## config.mk

```make
export PLATFORM = sky130hd
export DESIGN_NAME = rbcm_queue
export DESIGN_NICKNAME = d
export VERILOG_FILES = /design/src/hw/rtl/rbcm_pkg.sv /design/src/hw/rtl/rbcm_queue.sv
export SDC_FILE = /design/constraint.sdc
export NUM_CORES = 1
export LEC_CHECK = 0
export BUFFER_PORTS_ARGS = -buffer_cell sky130_fd_sc_hd__buf_2
export CAP_MARGIN = 20
export CORE_MARGIN = 10
export CORE_UTILIZATION = 45
export DETAILED_ROUTE_END_ITERATION = 10
export PLACE_DENSITY = 0.7
export SETUP_SLACK_MARGIN = 0.2
export SLEW_MARGIN = 20
export SYNTH_ARGS = -nofsm -noshare
export SYNTH_HDL_FRONTEND = slang
export SYNTH_SLANG_ARGS = --single-unit
```

## constraint.sdc

```tcl
create_clock -name clock -period 13.3 [get_ports clock]
set_input_delay 2.66 -clock clock [delete_from_list [all_inputs] [get_ports clock]]
set_output_delay 2.66 -clock clock [all_outputs]
set_load 0.01 [all_outputs]
```

## src/hw/rtl/rbcm_pkg.sv

```systemverilog
`timescale 1ns / 1ps
// ----------------------------------------------------------------------------
// rbcm_pkg
// Shared types, sizes, class codes and helpers of the ROM byte class map.
// ----------------------------------------------------------------------------
package rbcm_pkg;

   // map geometry
   localparam int ROM_BYTES   = 4194304;
   localparam int ROM_AW      = $clog2(ROM_BYTES);
   localparam int OFF_W       = 22;
   localparam int LEN_W       = 23;
   localparam int BUS_W       = 24;
   localparam int CLS_W       = 7;
   localparam int REG_W       = 8;

   localparam int QUEUE_DEPTH = 2;
   localparam int QUEUE_AW    = $clog2(QUEUE_DEPTH);
   localparam int QUEUE_CW    = $clog2(QUEUE_DEPTH + 1);

   // actions
   localparam logic [1:0] ACT_EXEC = 2'd0;
   localparam logic [1:0] ACT_DMA  = 2'd1;
   localparam logic [1:0] ACT_USER = 2'd2;
   localparam logic [1:0] ACT_READ = 2'd3;

   // config register indexes
   localparam logic CSR_HIROM_MODE = 1'b0;
   localparam logic CSR_ROM_LENGTH = 1'b1;

   // byte classes
   localparam logic [CLS_W-1:0] CLS_UNKNOWN  = 7'd0;
   localparam logic [CLS_W-1:0] CLS_CODE     = 7'd1;
   localparam logic [CLS_W-1:0] CLS_OPERAND  = 7'd2;
   localparam logic [CLS_W-1:0] CLS_DATA     = 7'd3;
   localparam logic [CLS_W-1:0] CLS_GRAPHICS = 7'd4;
   localparam logic [CLS_W-1:0] CLS_PALETTE  = 7'd5;
   localparam logic [CLS_W-1:0] CLS_TILEMAP  = 7'd6;

   // dma destination registers
   localparam logic [REG_W-1:0] DREG_VRAM_LO = 8'h18;
   localparam logic [REG_W-1:0] DREG_VRAM_HI = 8'h19;
   localparam logic [REG_W-1:0] DREG_CGRAM   = 8'h22;
   localparam logic [REG_W-1:0] DREG_OAM     = 8'h04;

   // bank boundaries
   localparam logic [7:0] BANK_LO_LAST   = 8'h7D;
   localparam logic [7:0] BANK_HI_FIRST  = 8'h80;
   localparam logic [7:0] BANK_HFULL_LO  = 8'h40;
   localparam logic [7:0] BANK_HFULL_HI  = 8'hC0;
   localparam logic [7:0] BANK_HSHAD_LO  = 8'h3F;
   localparam logic [7:0] BANK_HSHAD_HI  = 8'hBF;

   typedef enum logic [2:0] {
      K_NONE = 3'd0,
      K_EXEC = 3'd1,
      K_DMA  = 3'd2,
      K_USER = 3'd3,
      K_READ = 3'd4
   } kind_type;

   typedef struct packed {
      logic              hirom_mode;
      logic [LEN_W-1:0]  rom_length;
   } cfg_type;

   typedef struct packed {
      logic [1:0]        action;
      logic [BUS_W-1:0]  bus_address;
      logic [OFF_W-1:0]  map_off;
      logic [LEN_W-1:0]  length;
      logic [REG_W-1:0]  dest_register;
      logic [CLS_W-1:0]  byte_class;
   } req_type;

   typedef struct packed {
      kind_type          kind;
      logic [OFF_W-1:0]  first_off;
      logic [LEN_W-1:0]  stop_off;
      logic [CLS_W-1:0]  cls;
      logic              mapped;
      logic [OFF_W-1:0]  toff;
   } cmd_type;

   function automatic logic [CLS_W-1:0] dma_class(input logic [REG_W-1:0] dreg);
      logic [CLS_W-1:0] c;
      case (dreg)
         DREG_VRAM_LO, DREG_VRAM_HI: c = CLS_GRAPHICS;
         DREG_CGRAM:                 c = CLS_PALETTE;
         DREG_OAM:                   c = CLS_TILEMAP;
         default:                    c = CLS_DATA;
      endcase
      return c;
   endfunction

endpackage

```

## src/hw/rtl/rbcm_queue.sv

```systemverilog
`timescale 1ns / 1ps
// ----------------------------------------------------------------------------
// rbcm_queue
// Short command queue between the front and the back.
// ----------------------------------------------------------------------------
module rbcm_queue (
   input  logic              clock,
   input  logic              reset,
   input  logic              push,
   input  rbcm_pkg::cmd_type push_cmd,
   input  logic              pop,
   output rbcm_pkg::cmd_type head,
   output logic              full,
   output logic              empty
);
   import rbcm_pkg::*;

   cmd_type               entry_ff [QUEUE_DEPTH];
   logic [QUEUE_AW-1:0]   wr_ptr_ff, wr_ptr_in;
   logic [QUEUE_AW-1:0]   rd_ptr_ff, rd_ptr_in;
   logic [QUEUE_CW-1:0]   count_ff, count_in;

   assign full  = count_ff == QUEUE_CW'(QUEUE_DEPTH);
   assign empty = count_ff == '0;
   assign head  = entry_ff[rd_ptr_ff];

   always_comb begin
      wr_ptr_in = wr_ptr_ff;
      rd_ptr_in = rd_ptr_ff;
      count_in  = count_ff;
      if (push) begin
         wr_ptr_in = (wr_ptr_ff == QUEUE_AW'(QUEUE_DEPTH - 1)) ? '0 : wr_ptr_ff + 1'b1;
      end
      if (pop) begin
         rd_ptr_in = (rd_ptr_ff == QUEUE_AW'(QUEUE_DEPTH - 1)) ? '0 : rd_ptr_ff + 1'b1;
      end
      if (push && !pop) begin
         count_in = count_ff + 1'b1;
      end else if (pop && !push) begin
         count_in = count_ff - 1'b1;
      end
   end

   always_ff @(posedge clock) begin
      if (reset) begin
         wr_ptr_ff <= '0;
         rd_ptr_ff <= '0;
         count_ff  <= '0;
      end else begin
         wr_ptr_ff <= wr_ptr_in;
         rd_ptr_ff <= rd_ptr_in;
         count_ff  <= count_in;
      end
      if (push) begin
         entry_ff[wr_ptr_ff] <= push_cmd;
      end
   end

   a_no_push_full: assert property (@(posedge clock) disable iff (reset)
      full |-> !push)
      else $error("queue pushed while full");
   a_no_pop_empty: assert property (@(posedge clock) disable iff (reset)
      empty |-> !pop)
      else $error("queue popped while empty");
   a_count_step: assert property (@(posedge clock) disable iff (reset)
      (push && !pop) |=> count_ff == $past(count_ff) + 1'b1)
      else $error("queue count did not follow a push");

endmodule

```

==> results.txt <==
The run finished with clean final reports. In this run the worst hold path is classified as reg2reg. Setup repair after global routing left no endpoint under its margin. The wire length per cell after detailed routing is 18.7 microns. Measured along the y axis, the die boundary spans 135 microns. Setup violations remaining at the end of the flow were counted as 0. The tools report the area of the mapped netlist as 0.00591 sq mm.

Summing the areas of all and, or, nand and nor instances in the mapped netlist gives 0.741% of the synthesized area. Summed over all layers, the routed wires come to 11.7 mm. The worst setup path is launched from a flip-flop.

TritonCTS built the clock tree. The logs give 987 for the layout filler cell count and 0.0127 sq mm for the standard cell core area. Buffer cell driving the clock tree root: sky130_fd_sc_hd__clkbuf_16. For this configuration, the core starts out at a cell density of 46.5%. The multi-input combinational cells in the finished layout cover a total of 0.00106 sq mm. The critical path goes through buf_6 > mux2_2 > buf_2.

The shortest period the worst path allows came out at 4.66 ns. For this run, the total global-route usage over all layers was measured as 12.9%. In this run the number of H-tree levels came out at 4.

The finished cells cover 0.00762 sq mm. The global-route wire length before repair was 17.9 mm. After clock tree synthesis, the clock-pin slew on the worst setup and hold paths is 0.06 ns. The boundary pin count came out at 162. Once placement finished, the instance area stood at 0.00689 sq mm.

In the routed design, unresolved DRC markers number 0. Once layout is complete, the utilization of the core stands at 59.9%. The slew of the pin with the lowest slew margin was 1.08 ns.

Summing the sequential cell areas from Yosys gives 80.9% of the chip area. The worst-case IR drop observed on VDD is 0.0991 mV. The logs give 0.00629 ns for the clock skew and 4 for the number of optimization iterations in the first detailed-route pass. Relative to the synthesized area, the layout overhead comes to 28.9%.

The post-synthesis async set-or-reset flop share came out at 0%. The wire-length estimate of the detail-placed layout is 7.75 mm. The detailed router finished its first iteration with 187 violations.

The area share of fa/ha/maj cells after synthesis is 0.212%, and the xor-xnor portion of the synthesized cell area is 0.592%. At the later pin of the worst-skew pair, clock insertion delay measures 0.41 ns. Combinational family with the most area after synthesis: multiplexers. Dividing the synthesized area by the synthesized cell count gives 22.3 sq um. The number of antenna violations at the first check in global routing is 0, and the number of hold buffers added after CTS is 0. In this run the tightest slew margin relative to its limit is 28.1%. The tools report the die area as 0.0181 sq mm. After routing, the total negative slack on setup checks comes to 0 ns. Distinct cell type count after synthesis: 16.

STA classifies the critical path endpoint as a primary output. The count of input and output buffers works out to 161. Overall power consumption after layout is estimated at 1.29 mW. The number of gates resized after CTS was 0. The total nets after synthesis came out at 348. Counting along the longest clock path gives a buffer depth of 2.

Via count of the first global-routing pass: 3,358. Dividing the detail-routed via count by the number of cells gives 4.83. In this run the power density over the cells is 169 mW/mm^2. The run gives 0 as the post-CTS setup buffer count.

The area occupied by registers came out at 0.00479 sq mm. Routability-driven placement finished with a final weighted congestion of 0.690. The fraction of final layout cells with drive strength greater than 1 is 60.6%.

Buffers plus inverters on the worst setup path: 2. Leading cell type in the layout, fill and taps excluded: sky130_fd_sc_hd__buf_2. The longest individual stage delay on the worst path is 0.59 ns, and the reported leakage power is 2.92 nW.

The run gives 0 as the final number of max-transition violations. The category of the most critical setup path was reg2out. The share of synthesized area spent on multiplexers was 16.1%. Broken down by cell family, the worst path's largest delay share belongs to buffers and inverters.

Number of diodes added for antenna fixing: 0. Data on the critical path arrives at its endpoint at 2.00 ns. The sink count of the clock tree is 161. The fraction of the mapped netlist area in compound gates came out at 0.169%.

For the final number of hold-violating endpoints, the log shows 0. For the number of nets with antenna violations after routing, the log shows 0. The dominant register cell in the synthesized netlist is sky130_fd_sc_hd__edfxtp_1. The via count is 3,012, and the count of flip-flops with a built-in enable after synthesis is 156.

The top cell types in the final layout, fill and taps aside, are sky130_fd_sc_hd__buf_2 (161), sky130_fd_sc_hd__edfxtp_1 (156), sky130_fd_sc_hd__mux2_2 (58). Entering global routing, the biggest net connects 79 pins. In this run the worst path has a maximum fanout of 78. The run gives 41 as the number of placement rows. Of the available clock period, the critical path in the final layout requires 35.1%. For the worst setup path, the data required time is 10.64 ns. The synthesized instance count was 265.

The synthesized design contains 161 register bits. Global routing finished with a remaining overflow of 0. The count of max-cap constraint violations was 0.

Based on the critical path, the design can be clocked at up to 214 MHz. The number of buffers added by the clock tree synthesis step is 17. The critical-path cell with the highest stage delay was sky130_fd_sc_hd__buf_6.

The die is 135 microns wide. The number of nets in the final layout is 522, and the worst-case hold slack is 0.531 ns. Yosys printed 0 warnings.
[synthesized netlist by cell type (2+ instances only)]
master                     count  share of area, %
sky130_fd_sc_hd__xnor2_1       2              0.30
sky130_fd_sc_hd__nor2_1        5              0.32
sky130_fd_sc_hd__buf_6         4              0.76
sky130_fd_sc_hd__xor2_1        2              0.30
sky130_fd_sc_hd__mux2_4       20               5.1
sky130_fd_sc_hd__dfxtp_1       5               1.7
sky130_fd_sc_hd__mux2_2       58                11
sky130_fd_sc_hd__edfxtp_1    156                79
sky130_fd_sc_hd__buf_2         5              0.42
sky130_fd_sc_hd__nor2b_1       2              0.21
[tightest hold or removal path: stages (launching register included)]
cell                      delay, ns
sky130_fd_sc_hd__dfxtp_1       0.33
sky130_fd_sc_hd__o21ai_0       0.09
sky130_fd_sc_hd__a21oi_1       0.06
[path summary, 6_finish.rpt]
check               from               to  slack, ns  depth (start not counted)
min reg2reg  count_ff[1]      count_ff[1]       0.53                          2
min          count_ff[1]      count_ff[1]       0.53                          2
max reg2reg    wr_ptr_ff  entry_ff[0][38]      11.56                          2
max            flip-flop         head[14]       8.64                          3
[power by group]
part           switching [mW]  internal [mW]
Sequential            0.00768          0.592
Clock                   0.183          0.381
Combinational          0.0665         0.0607
[registers in the layout, indices dropped and copies added (netlist names), named ones only]
signal,cells
wr_ptr_ff,1
rd_ptr_ff,1
count_ff,2
entry_ff,156
[layout make-up]
| class | count | area share (%) |
|---|---|---|
| clock inverters | 10 | 3.04 |
| multi-input cells | 94 | 14.0 |
| clock buffers | 22 | 6.09 |
| inverters | 1 | 0.0493 |
| flip-flops and latches | 161 | 62.8 |
| well taps | 172 | 2.82 |
| repair buffers | 164 | 11.2 |
[logic make-up (layout without fill, tap and decap cells)]
family,Yosys count,in the layout
buffers and inverters,10,197
and+or+nand+nor,9,9
AOI/OAI and AO/OA,2,2
muxes,78,78
adders and majority gates,1,1
DFF,161,161
xor gates and xnor gates,4,4
[routing by layer]
layer	part of all wire (%)	wire length, microns	vias up	track usage [%]
li1	-	-	1390	-
met1	42	4950	1490	15.4
met2	48	5600	117	19.7
met3	8.2	953	15	6.19
met4	1.4	159	0	5.08
met5	0	0	-	0
[stage by stage]
step                      worst slack, ns  std cells
after CTS                            8.40        623
after global placement               8.86        591
after detailed placement             8.85        591
after floorplan                      6.70        265
after global routing                 8.55        624
final                                8.64        624
Power figures use the tool's default switching activity.
