<file path="config.mk">
export PLATFORM = sky130hd
export DESIGN_NAME = rbcm_front
export DESIGN_NICKNAME = d
export VERILOG_FILES = /design/src/hw/rtl/rbcm_pkg.sv /design/src/hw/rtl/rbcm_front.sv
export SDC_FILE = /design/constraint.sdc
export NUM_CORES = 1
export LEC_CHECK = 0
export BUFFER_PORTS_ARGS = -buffer_cell sky130_fd_sc_hd__buf_2
export CELL_PAD_IN_SITES_DETAIL_PLACEMENT = 1
export CELL_PAD_IN_SITES_GLOBAL_PLACEMENT = 1
export CORE_MARGIN = 5
export CORE_UTILIZATION = 30
export CTS_CLUSTER_DIAMETER = 60
export DETAILED_ROUTE_END_ITERATION = 8
export GPL_TIMING_DRIVEN = 0
export PLACE_DENSITY = 0.69
export SKIP_CTS_REPAIR_TIMING = 1
export SKIP_LAST_GASP = 1
export SLEW_MARGIN = 20
export SYNTH_ARGS = -nofsm -noshare
export SYNTH_HDL_FRONTEND = slang
export SYNTH_SLANG_ARGS = --single-unit
export TNS_END_PERCENT = 100
</file>
<file path="constraint.sdc">
create_clock -name clock -period 11.6 [get_ports clock]
set_input_delay 1.74 -clock clock [delete_from_list [all_inputs] [get_ports clock]]
set_output_delay 1.74 -clock clock [all_outputs]
set_load 0.005 [all_outputs]
</file>
<file path="src/hw/rtl/rbcm_pkg.sv">
`timescale 1ns / 1ps
// ----------------------------------------------------------------------------
// rbcm_pkg
// Shared types, sizes, class codes and helpers of the ROM byte class map.
// ----------------------------------------------------------------------------
package rbcm_pkg;

   // map geometry
   localparam int ROM_BYTES   = 4194304;
   localparam int ROM_AW      = $clog2(ROM_BYTES);
   localparam int OFF_W       = 22;
   localparam int LEN_W       = 23;
   localparam int BUS_W       = 24;
   localparam int CLS_W       = 7;
   localparam int REG_W       = 8;

   localparam int QUEUE_DEPTH = 2;
   localparam int QUEUE_AW    = $clog2(QUEUE_DEPTH);
   localparam int QUEUE_CW    = $clog2(QUEUE_DEPTH + 1);

   // actions
   localparam logic [1:0] ACT_EXEC = 2'd0;
   localparam logic [1:0] ACT_DMA  = 2'd1;
   localparam logic [1:0] ACT_USER = 2'd2;
   localparam logic [1:0] ACT_READ = 2'd3;

   // config register indexes
   localparam logic CSR_HIROM_MODE = 1'b0;
   localparam logic CSR_ROM_LENGTH = 1'b1;

   // byte classes
   localparam logic [CLS_W-1:0] CLS_UNKNOWN  = 7'd0;
   localparam logic [CLS_W-1:0] CLS_CODE     = 7'd1;
   localparam logic [CLS_W-1:0] CLS_OPERAND  = 7'd2;
   localparam logic [CLS_W-1:0] CLS_DATA     = 7'd3;
   localparam logic [CLS_W-1:0] CLS_GRAPHICS = 7'd4;
   localparam logic [CLS_W-1:0] CLS_PALETTE  = 7'd5;
   localparam logic [CLS_W-1:0] CLS_TILEMAP  = 7'd6;

   // dma destination registers
   localparam logic [REG_W-1:0] DREG_VRAM_LO = 8'h18;
   localparam logic [REG_W-1:0] DREG_VRAM_HI = 8'h19;
   localparam logic [REG_W-1:0] DREG_CGRAM   = 8'h22;
   localparam logic [REG_W-1:0] DREG_OAM     = 8'h04;

   // bank boundaries
   localparam logic [7:0] BANK_LO_LAST   = 8'h7D;
   localparam logic [7:0] BANK_HI_FIRST  = 8'h80;
   localparam logic [7:0] BANK_HFULL_LO  = 8'h40;
   localparam logic [7:0] BANK_HFULL_HI  = 8'hC0;
   localparam logic [7:0] BANK_HSHAD_LO  = 8'h3F;
   localparam logic [7:0] BANK_HSHAD_HI  = 8'hBF;

   typedef enum logic [2:0] {
      K_NONE = 3'd0,
      K_EXEC = 3'd1,
      K_DMA  = 3'd2,
      K_USER = 3'd3,
      K_READ = 3'd4
   } kind_type;

   typedef struct packed {
      logic              hirom_mode;
      logic [LEN_W-1:0]  rom_length;
   } cfg_type;

   typedef struct packed {
      logic [1:0]        action;
      logic [BUS_W-1:0]  bus_address;
      logic [OFF_W-1:0]  map_off;
      logic [LEN_W-1:0]  length;
      logic [REG_W-1:0]  dest_register;
      logic [CLS_W-1:0]  byte_class;
   } req_type;

   typedef struct packed {
      kind_type          kind;
      logic [OFF_W-1:0]  first_off;
      logic [LEN_W-1:0]  stop_off;
      logic [CLS_W-1:0]  cls;
      logic              mapped;
      logic [OFF_W-1:0]  toff;
   } cmd_type;

   function automatic logic [CLS_W-1:0] dma_class(input logic [REG_W-1:0] dreg);
      logic [CLS_W-1:0] c;
      case (dreg)
         DREG_VRAM_LO, DREG_VRAM_HI: c = CLS_GRAPHICS;
         DREG_CGRAM:                 c = CLS_PALETTE;
         DREG_OAM:                   c = CLS_TILEMAP;
         default:                    c = CLS_DATA;
      endcase
      return c;
   endfunction

endpackage

</file>
<file path="src/hw/rtl/rbcm_front.sv">
`timescale 1ns / 1ps
// ----------------------------------------------------------------------------
// rbcm_front
// Takes an item, translates the bus address, clips the range to the active
// ROM size and pushes one command into the queue.
// ----------------------------------------------------------------------------
module rbcm_front (
   input  logic              clock,
   input  logic              reset,
   input  logic              accept,
   input  rbcm_pkg::req_type req,
   input  rbcm_pkg::cfg_type cfg,
   input  logic              q_full,
   output logic              push,
   output rbcm_pkg::cmd_type push_cmd,
   output logic              front_busy
);
   import rbcm_pkg::*;

   logic             s1_valid_ff, s1_valid_in;
   req_type          s1_req_ff;
   logic             s2_valid_ff, s2_valid_in;
   cmd_type          s2_cmd_ff, s2_cmd_in;
   logic [LEN_W-1:0] s2_len_ff, s2_len_in;

   logic [LEN_W-1:0] size;
   logic [7:0]       bank;
   logic [15:0]      addr;
   logic             hi_ok, lo_ok, xl_ok, xl_in, roff_in;
   logic [OFF_W-1:0] hi_off, lo_off, xl_off;
   logic [LEN_W:0]   sum;
   logic [LEN_W-1:0] stop;

   assign size = (cfg.rom_length > LEN_W'(ROM_BYTES)) ? LEN_W'(ROM_BYTES) : cfg.rom_length;

   // address translation
   assign bank   = s1_req_ff.bus_address[23:16];
   assign addr   = s1_req_ff.bus_address[15:0];
   assign hi_ok  = (bank >= BANK_HFULL_LO && bank <= BANK_LO_LAST) || bank >= BANK_HFULL_HI ||
                   (addr[15] && (bank <= BANK_HSHAD_LO ||
                                 (bank >= BANK_HI_FIRST && bank <= BANK_HSHAD_HI)));
   assign lo_ok  = addr[15] && !(bank > BANK_LO_LAST && bank < BANK_HI_FIRST);
   assign hi_off = {bank[5:0], addr};
   assign lo_off = {bank[6:0], addr[14:0]};
   assign xl_ok  = cfg.hirom_mode ? hi_ok : lo_ok;
   assign xl_off = cfg.hirom_mode ? hi_off : lo_off;
   assign xl_in  = xl_ok && ({1'b0, xl_off} < size);
   assign roff_in = {1'b0, s1_req_ff.map_off} < size;

   always_comb begin
      s2_cmd_in          = s2_cmd_ff;
      s2_len_in          = s2_len_ff;
      s2_cmd_in.stop_off = '0;
      case (s1_req_ff.action)
         ACT_EXEC: begin
            s2_cmd_in.kind      = xl_in ? K_EXEC : K_NONE;
            s2_cmd_in.first_off = xl_off;
            s2_cmd_in.cls       = CLS_CODE;
            s2_cmd_in.mapped    = xl_in;
            s2_cmd_in.toff      = xl_in ? xl_off : '0;
            // the opcode byte is marked even for a zero length
            s2_len_in = (s1_req_ff.length <= LEN_W'(1)) ? LEN_W'(1) : s1_req_ff.length;
         end
         ACT_DMA: begin
            s2_cmd_in.kind      = xl_in ? K_DMA : K_NONE;
            s2_cmd_in.first_off = xl_off;
            s2_cmd_in.cls       = dma_class(s1_req_ff.dest_register);
            s2_cmd_in.mapped    = xl_in;
            s2_cmd_in.toff      = xl_in ? xl_off : '0;
            s2_len_in           = s1_req_ff.length;
         end
         ACT_USER: begin
            s2_cmd_in.kind      = roff_in ? K_USER : K_NONE;
            s2_cmd_in.first_off = s1_req_ff.map_off;
            s2_cmd_in.cls       = s1_req_ff.byte_class;
            s2_cmd_in.mapped    = roff_in;
            s2_cmd_in.toff      = '0;
            s2_len_in           = s1_req_ff.length;
         end
         default: begin
            s2_cmd_in.kind      = roff_in ? K_READ : K_NONE;
            s2_cmd_in.first_off = s1_req_ff.map_off;
            s2_cmd_in.cls       = CLS_UNKNOWN;
            s2_cmd_in.mapped    = roff_in;
            s2_cmd_in.toff      = '0;
            s2_len_in           = LEN_W'(1);
         end
      endcase
   end

   // range end, clipped at the active size
   assign sum  = {2'b00, s2_cmd_ff.first_off} + {1'b0, s2_len_ff};
   assign stop = (sum > {1'b0, size}) ? size : sum[LEN_W-1:0];

   always_comb begin
      push_cmd          = s2_cmd_ff;
      push_cmd.stop_off = stop;
      if (stop <= {1'b0, s2_cmd_ff.first_off}) begin
         push_cmd.kind = K_NONE;
      end
   end

   assign push        = s2_valid_ff && !q_full;
   assign front_busy  = s1_valid_ff || s2_valid_ff;
   assign s1_valid_in = accept;
   assign s2_valid_in = s1_valid_ff || (s2_valid_ff && q_full);

   always_ff @(posedge clock) begin
      if (reset) begin
         s1_valid_ff <= 1'b0;
         s2_valid_ff <= 1'b0;
      end else begin
         s1_valid_ff <= s1_valid_in;
         s2_valid_ff <= s2_valid_in;
      end
      if (accept) begin
         s1_req_ff <= req;
      end
      if (s1_valid_ff) begin
         s2_cmd_ff <= s2_cmd_in;
         s2_len_ff <= s2_len_in;
      end
   end

endmodule

</file>
==> results of run 1 <==
-- layer usage --
layer | up-vias | share of wire | track usage
li1 | 3733 | - | -
met5 | - | 0 | 0
met3 | 40 | 0.029 | 0.0211
met4 | 0 | 0.029 | 0.0596
met1 | 3748 | 0.45 | 0.234
met2 | 155 | 0.49 | 0.300
-- kinds of logic (layout without fill, tap and decap cells) --
group	after synthesis	in the layout	share of synthesized area
AOI/OAI and AO/OA	196	196	0.130
xor gates and xnor gates	21	21	0.0183
adders and majority gates	114	114	0.143
buffers and inverters	124	349	0.0688
DFF	166	166	0.494
muxes	8	8	0.00797
and+or+nand+nor	279	279	0.138
-- metrics by stage --
step	total power, mW	hold slack, ns	util
after floorplan	1.16	0.463	-
after global placement	1.40	0.476	0.348
after detailed placement	1.42	0.509	0.349
after CTS	2.01	0.526	0.367
after global routing	2.11	0.550	0.367
final	1.99	0.521	0.367
-- cell type report --
type	instances	area share
plain buffers	71	0.0403
clock buffers	17	0.0348
clock inverters	15	0.0135
inverters	53	0.0163
multi-input cells	618	0.360
flip-flops and latches	166	0.407
well taps	448	0.0459
repair buffers	193	0.0829
-- report_power, final --
group | internal (mW) | total, mW | switching, mW
combinational | 0.268 | 0.658 | 0.389
sequential | 0.715 | 0.753 | 0.0373
clock | 0.322 | 0.577 | 0.255
-- worst max-delay path, delay by kind of cell --
family                   cells  cell delay [ns]
adder cells (fa/ha/maj)      2             0.73
AND/OR/NAND/NOR              8             2.49
buffers and inverters        4             0.87
AO/OA/AOI/OAI               10             3.28
-- worst min path at each step --
stage,cells past startpoint,slack [ns],start,to
after floorplan,2,0.46,s2_valid_ff,s2_valid_ff
after global placement,2,0.48,s2_valid_ff,s2_valid_ff
after detailed placement,1,0.51,s1_req_ff[4],push_cmd[27]
after CTS,1,0.53,s1_req_ff[4],push_cmd[27]
after global routing,2,0.55,s2_valid_ff,s2_valid_ff
final,2,0.52,s2_valid_ff,s2_valid_ff
-- flip-flops by register name (all words and copies together) (netlist names) --
register / flops
addr: 16
push_cmd: 52
s2_valid_ff: 1
s2_cmd_ff: 3
s1_valid_ff: 1
bank: 8
s2_len_ff: 23
s1_req_ff: 62
-- placed cells by master (no fill, tap or decap), drive strengths merged, types with 6 or more instances in the layout --
cell    netlist  final
a21o         33     33
ha          113    113
xnor2        11     11
mux2i         8      8
nor4         12     12
clkbuf        9     26
nand2        94     94
nand3        24     24
o211ai        6      6
nand4        18     18
and2         27     27
clkinv        1      6
a21oi        61     61
buf          62    255
nor2         56     56
inv          52     58
or2           6      6
xor2         10     10
a211oi        9      9
o21ai        44     44
nor3         11     11
edfxtp      164    164
nor2b         9      9
==> run_results.csv, run 1 <==
group,metric,value,unit
cells_and_area,area_delta_synth_final,21.6,%
global_routing,grt_usage,0.176,
cells_and_area,n_antenna_cell,0,
cells_and_area,seqCellArea,4970,µm²
route,via_count,7676,
cts,cts_root_buf,"clkbuf_16",
floorplan,die_h,193,µm
cts,path_clk_slew,0.06,ns
yosys,netlist.top_cell.by_area,"edfxtp_1",
timing,rsz0062_at_grt,"no",
place,place_ws,0.890,ns
critical_path,crit_chain,"buf_2 -> nor4_1 -> nand4_1 -> o41ai_2 -> buf_2 -> nand2_1 -> ha_1 -> nand4_2 -> nor4_2 -> nand3_2 -> a22o_1 -> a31o_2 -> nor2_4 -> buf_6 -> o21ai_1 -> ha_1 -> nand4_1 -> a211o_1 -> a31oi_1 -> a211oi_1 -> a21oi_1 -> a211oi_1 -> a211oi_1 -> buf_2",
route,drt_pass1_iterations,5,
cells_and_area,num-nets-final,1348,
route,routed_wl,32.6,mm
critical_path,critPathArrivalTime,9.12,ns
yosys,synth_warnings,0,
place,hpwlAfterDp,26.9,mm
yosys,syn_area_per_cell,11.1,µm²
global_routing,grt_pass1_wl,49.1,mm
cts,clockBufferDepth,2,
power_and_ir_drop,vdd_drop_max,0.0961,mV
yosys,yosys-top-cells-area,"edfxtp_1 (49%), ha_1 (14%), buf_4 (3.9%)",
place,post_dp_cell_area,11600,µm²
route,drtIter0Drc,452,
timing,finClkSkew,0.0113,ns
worst_hold_path,min_path_type,"flop to flop",
timing,fmax,0.0921,GHz
power_and_ir_drop,leakage,5.39,nW
yosys,syn_nets,1136,
timing,worstMarginPinSlew,0.921,ns
route,wl_per_cell,20.6,µm
critical_path,endpoint,"push_cmd[77]",
yosys,synth_ff_type,"edfxtp_1",
cts,htreeDepth,4,
global_routing,grt_antenna_before_repair,0,
yosys,async_flop_share,0,
cells_and_area,drive_gt1_frac,0.274,
route,antenna_left,0,
cts,clk-insertion-delay-late,0.43,ns
cells_and_area,fillers,3797,
timing,drv_slew,0,
timing,final-setup-viol-count,0,
floorplan,ioPinCount,194,
timing,hold_violations,0,
place,gp_congestion,0.899,
floorplan,core,33300,µm²
critical_path,ff2ff_setup_slack,8.34,ns
critical_path,path_max_fanout,10,
cells_and_area,layout.cells.non_filler,1581,
global_routing,overflow,0,
critical_path,reg2regPathDepth,11,
yosys,syn-cell-area,10100,µm²
outcome,status,"completed",
critical_path,r2r-end,"push_cmd[21]",
global_routing,grt_pass1_vias,8266,
critical_path,crit_slowest_cell,"o41ai_2",
place,dp_cells,1549,
floorplan,die_x,193,µm
floorplan,design.die.area,37300,µm²
cts,numCtsBuffers,17,
yosys,yosys-top-cells-count,"edfxtp_1 (164), ha_1 (113), nand2_1 (94)",
yosys,synth_seq_cells,166,
floorplan,row_count,67,
cts,cts_sinks,166,
yosys,synth-seq-area-share,0.494,
yosys,synth.distinct_cells,73,
critical_path,critPathMaxStageDelay,0.82,ns
critical_path,cp-end-kind,"output pin",
floorplan,start_util,0.302,
yosys,synth-edff-count,164,
timing,tns,0,ns
yosys,synthCells,908,
cts,cts_tree,"built",
cells_and_area,fin_area,12200,µm²
critical_path,r2r_start,"bank[5]",
route,via_per_inst,4.86,
global_routing,grt_max_degree,60,
route,route.detailed.drc,0,
yosys,synth_top_area_share,0.490,
timing,period_minus_slack,10.86,ns
timing,slew_headroom,0.380,
critical_path,cp.required,9.86,ns
timing,finalCritPeriodShare,0.936,
critical_path,cp-start-kind,"input port",
timing,setup_slack,0.740,ns
power_and_ir_drop,power_density,163,nW/µm²
yosys,synth_most_common_cell,"edfxtp_1",
run,drv_cap,0,
critical_path,crit_path_start,"cfg[15]",
cells_and_area,multi_input_area,4400,µm²
critical_path,worstSetupPathType,"input port to output pin",
place,numPortBuffers,191,
Note: power is estimated with default switching activity, not from simulation.
==> inputs of run 2 (changes only) <==
Settings changed: CELL_PAD_IN_SITES_DETAIL_PLACEMENT 1 to 0, CELL_PAD_IN_SITES_GLOBAL_PLACEMENT 1 to 2, CORE_UTILIZATION 30 to 39, PLACE_DENSITY 0.69 to 0.95.
==> run_results.csv, run 2 (synthesis gave the netlist of run 1 again) <==
group,metric,value,unit
outcome,status,"completed",
cells_and_area,multi_input_area,4400,µm²
timing,slew_headroom,0.367,
timing,period_minus_slack,9.88,ns
power_and_ir_drop,power_density,163,nW/µm²
cts,htreeDepth,4,
floorplan,core,25300,µm²
power_and_ir_drop,p_total,1.97,mW
global_routing,grt_max_degree,57,
power_and_ir_drop,vdd_drop_max,0.105,mV
place,hpwlAfterDp,23.1,mm
route,drt_pass1_iterations,5,
route,via_count,7598,
cells_and_area,largest_register_ffs,62,
critical_path,cp-end-kind,"output pin",
critical_path,worstSetupPathType,"input port to output pin",
floorplan,ioPinCount,194,
cts,numCtsBuffers,17,
timing,finClkSkew,0.0117,ns
cts,path_clk_slew,0.08,ns
run,drv_cap,0,
cells_and_area,regMostFlops,"s1_req_ff",
power_and_ir_drop,leakage,5.39,nW
timing,rsz0062_at_grt,"no",
cells_and_area,n_antenna_cell,0,
cells_and_area,most-common-layout-cells,"buf_2 (197), edfxtp_1 (164), ha_1 (113), nand2_1 (94), a21oi_1 (60)",
route,antenna_left,0,
critical_path,path_max_fanout,10,
timing,tns,0,ns
route,via_per_inst,5.19,
cts,cts_root_buf,"clkbuf_16",
worst_hold_path,min_path_type,"flop to flop",
cells_and_area,num-nets-final,1348,
cts,cts_tree,"built",
global_routing,grt_antenna_before_repair,6,
cells_and_area,final_common_cell,"buf_2",
timing,fmax,0.101,GHz
timing,final-setup-viol-count,0,
timing,worstMarginPinSlew,0.941,ns
route,drtIter0Drc,526,
critical_path,cp.required,9.86,ns
timing,drv_slew,0,
critical_path,ff2ff_setup_slack,8.21,ns
cts,cts_sinks,166,
route,wl_per_cell,19.7,µm
timing,whs,0.514,ns
cells_and_area,fillers,2389,
cts,clockBufferDepth,2,
timing,finalCritPeriodShare,0.851,
route,routed_wl,28.9,mm
floorplan,design.die.area,29100,µm²
critical_path,crit_chain,"buf_2 -> nor4_1 -> nand4_1 -> o41ai_2 -> buf_2 -> nand2_1 -> ha_1 -> nand4_2 -> nor4_2 -> nand3_2 -> a22o_1 -> a31o_2 -> nor2_4 -> buf_6 -> o21ai_1 -> ha_1 -> nand4_1 -> a211o_1 -> a31oi_1 -> a211oi_1 -> a21oi_1 -> a211oi_1 -> a211oi_1 -> buf_2",
place,gp_congestion,0.867,
cells_and_area,seqCellArea,4970,µm²
floorplan,die_h,171,µm
cts,clk-insertion-delay-late,0.44,ns
floorplan,row_count,58,
timing,hold_violations,0,
cells_and_area,drive_gt1_frac,0.274,
route,route.detailed.drc,0,
place,numPortBuffers,191,
floorplan,die_x,171,µm
cells_and_area,area_delta_synth_final,20.2,%
critical_path,critPathMaxStageDelay,0.67,ns
global_routing,grt_pass1_wl,43.3,mm
critical_path,critPathArrivalTime,8.14,ns
floorplan,start_util,0.398,
critical_path,crit_slowest_cell,"o41ai_2",
global_routing,overflow,0,
critical_path,cp-start-kind,"input port",
global_routing,grt_usage,0.198,
global_routing,grt_pass1_vias,7704,
run 2: changes by cell type in the layout (fill, tap and decap cells not counted):
cell,previous run,this run
bufinv_16,2,1
buf_16,2,1
clkinv_2,3,0
buf_12,0,1
clkinvlp_4,2,3
clkinv_8,0,3
inv_6,4,2
clkinv_4,2,1
inv_8,2,5
run 2: path summary, 6_finish.rpt:
| kind | startpoint | to | cells after the start |
|---|---|---|---|
| setup reg to reg | s1_req_ff[16] | s2_len_ff[6] | 8 |
| hold reg to reg | s2_valid_ff | s2_valid_ff | 2 |
| hold / removal | s2_valid_ff | s2_valid_ff | 2 |
| setup / recovery | cfg[15] | push_cmd[77] | 24 |
run 2: cell type report:
cell class                      count  share of cell area
Timing Repair Buffer              193              0.0832
Clock buffer                       17              0.0352
Tap cell                          330              0.0342
Sequential cell                   166               0.411
Clock inverter                     15              0.0152
Inverter                           53              0.0165
Multi-Input combinational cell    618               0.364
Buffer                             71              0.0408
run 2: worst max-delay path: cells and delay by family:
family          cells  cell delay (ns)
buf+inv             4             0.85
fa+ha+maj           2             0.72
compound gates     10             2.79
simple gates        8             2.00
run 2: layer usage:
layer / GRT usage / wire (µm) / vias to the layer above
li1: - / - / 3732
met1: 0.263 / 12600 / 3588
met2: 0.327 / 13700 / 221
met3: 0.0437 / 1900 / 45
met4: 0.0611 / 549 / 12
met5: 0 / 70 / -
run 2: power by group:
part           internal [mW]  switching [mW]
Clock                  0.310           0.277
Sequential             0.715          0.0342
Combinational          0.266           0.367
run 2: metrics by stage:
step / area, µm² / utilization / worst slack [ns] / cells
2_1_floorplan: 10100 / - / 3.46 / 908
3_3_place_gp: 11400 / 0.452 / 1.72 / 1429
3_5_place_dp: 11500 / 0.454 / 1.67 / 1431
4_1_cts: 12100 / 0.479 / 1.65 / 1463
5_1_grt: 12100 / 0.479 / 1.37 / 1463
6_report: 12100 / 0.479 / 1.72 / 1463
==> inputs of run 3 (changes only) <==
Settings changed: RECOVER_POWER set to 25.
==> run_results.csv, run 3 (synthesis gave the netlist of run 1 again) <==
group,metric,value,unit
outcome,status,"complete, but fails checks",
outcome,violations,"max-capacitance violations, max-slew violations",
cells_and_area,fin_area,12100,µm²
critical_path,critPathArrivalTime,8.12,ns
route,antenna_left,0,
timing,finalCritPeriodShare,0.850,
floorplan,die_x,171,µm
worst_hold_path,hold_path_end,"s2_valid_ff",
timing,period_minus_slack,9.86,ns
floorplan,die_h,171,µm
cells_and_area,area_delta_synth_final,20.0,%
global_routing,grt_usage,0.198,
critical_path,reg2regPathDepth,1,
critical_path,path_max_fanout,10,
route,route.detailed.drc,0,
floorplan,row_count,58,
worst_hold_path,min_path_type,"flop to flop",
route,drtIter0Drc,513,
power_and_ir_drop,leakage,5.38,nW
floorplan,design.die.area,29100,µm²
critical_path,r2r_start,"s1_valid_ff",
timing,hold_violations,0,
place,numPortBuffers,191,
route,via_per_inst,5.19,
timing,final-setup-viol-count,0,
global_routing,grt_antenna_before_repair,6,
timing,slew_headroom,-0.517,
global_routing,grt_pass1_vias,7704,
timing,worstMarginPinSlew,2.27,ns
power_and_ir_drop,p_total,1.97,mW
critical_path,cp-start-kind,"input port",
cts,clk-insertion-delay-late,0.44,ns
place,place_ws,1.67,ns
floorplan,core,25300,µm²
cells_and_area,num-nets-final,1348,
cts,cts_root_buf,"clkbuf_16",
cells_and_area,n_antenna_cell,0,
critical_path,ff2ff_setup_slack,7.75,ns
cts,clockBufferDepth,2,
timing,drv_slew,83,
cells_and_area,drive_gt1_frac,0.273,
timing,finClkSkew,0.0133,ns
global_routing,grt_pass1_wl,43.3,mm
timing,setup_slack,1.74,ns
cts,htreeDepth,4,
worst_hold_path,whs_path_depth,2,
route,drt_pass1_iterations,5,
cts,numCtsBuffers,17,
route,via_count,7597,
power_and_ir_drop,vdd_drop_max,0.104,mV
cells_and_area,final_common_cell,"buf_2",
timing,rsz0062_at_grt,"no",
cts,cts_tree,"built",
critical_path,r2r-end,"s2_len_ff[20]",
cts,path_clk_slew,0.07,ns
route,wl_per_cell,19.7,µm
timing,fmax,0.101,GHz
cells_and_area,most-common-layout-cells,"buf_2 (197), edfxtp_1 (164), ha_1 (113), nand2_1 (94), a21oi_1 (60)",
power_and_ir_drop,power_density,163,nW/µm²
cells_and_area,largest_register_ffs,62,
global_routing,grt_max_degree,57,
place,gp_congestion,0.867,
cts,cts_sinks,166,
timing,tns,0,ns
critical_path,cp.required,9.86,ns
cells_and_area,regMostFlops,"s1_req_ff",
route,routed_wl,28.9,mm
run,drv_cap,2,
place,hpwlAfterDp,23.1,mm
worst_hold_path,min_from,"s2_valid_ff",
cells_and_area,fin_util,0.478,
floorplan,ioPinCount,194,
cells_and_area,fillers,2392,
floorplan,start_util,0.398,
critical_path,worstSetupPathType,"input port to output pin",
global_routing,overflow,0,
place,post_dp_cell_area,11500,µm²
critical_path,cp-end-kind,"output pin",
## run 3: cell types whose count changed in the layout (fill, tap and decap cells not counted)
cell and change:
dfxtp_1 +1, clkbuf_1 +1, dfxtp_4 -1, buf_12 -1
## run 3: worst max-delay path, cell delays in order
cell and delay [ns]:
buf_2 0.13, nor4_1 0.55, nand4_1 0.26, o41ai_2 0.66, buf_2 0.35, nand2_1 0.22
ha_1 0.38, nand4_2 0.14, nor4_2 0.40, nand3_2 0.17, a22o_1 0.25, a31oi_4 0.21
buf_2 0.30, nand3_1 0.11, o21ai_1 0.19, ha_1 0.21, nand4_1 0.15, a211o_1 0.29
a31oi_1 0.24, a211oi_1 0.10, a21oi_1 0.27, a211oi_1 0.14, a211oi_1 0.41, buf_2 0.20
## run 3: how the worst max path moves through the flow
stage / from / to / slack (ns) / depth (start not counted)
global placement: cfg[15] / push_cmd[75] / 1.72 / 24
floorplan: cfg[21] / push_cmd[75] / 3.46 / 21
finish: cfg[15] / push_cmd[77] / 1.74 / 24
global route: cfg[15] / push_cmd[77] / 1.37 / 24
CTS: cfg[15] / push_cmd[77] / 1.65 / 24
detailed placement: cfg[15] / push_cmd[77] / 1.67 / 24
## run 3: layout make-up
type	count	area, µm²	share of cell area
Tap cell	330	413	0.0342
Clock buffer	17	425	0.0353
Buffer	71	493	0.0409
Multi-Input combinational cell	618	4400	0.364
Sequential cell	166	4960	0.411
Inverter	53	199	0.0165
Clock inverter	15	184	0.0152
Timing Repair Buffer	193	990	0.0820
## run 3: per-stage QoR
stage          hold slack (ns)  instances
3_3_place_gp             0.477       1429
2_1_floorplan            0.463        908
6_report                 0.515       1463
5_1_grt                  0.552       1463
4_1_cts                  0.524       1463
3_5_place_dp             0.505       1431
## run 3: metal layers
metal | vias to the layer above | wire length, µm | share of wire | GRT usage
met5 | - | 70 | 0.0024 | 0
met4 | 12 | 546 | 0.019 | 0.0611
met3 | 43 | 1870 | 0.065 | 0.0437
met2 | 218 | 13800 | 0.48 | 0.327
met1 | 3590 | 12600 | 0.44 | 0.263
li1 | 3734 | - | - | -
## run 3: report_power, final
part	internal (mW)	switching [mW]	leakage, nW	total (mW)
clock	0.310	0.276	0.288	0.586
combinational	0.265	0.367	3.49	0.632
sequential	0.716	0.0340	1.60	0.750
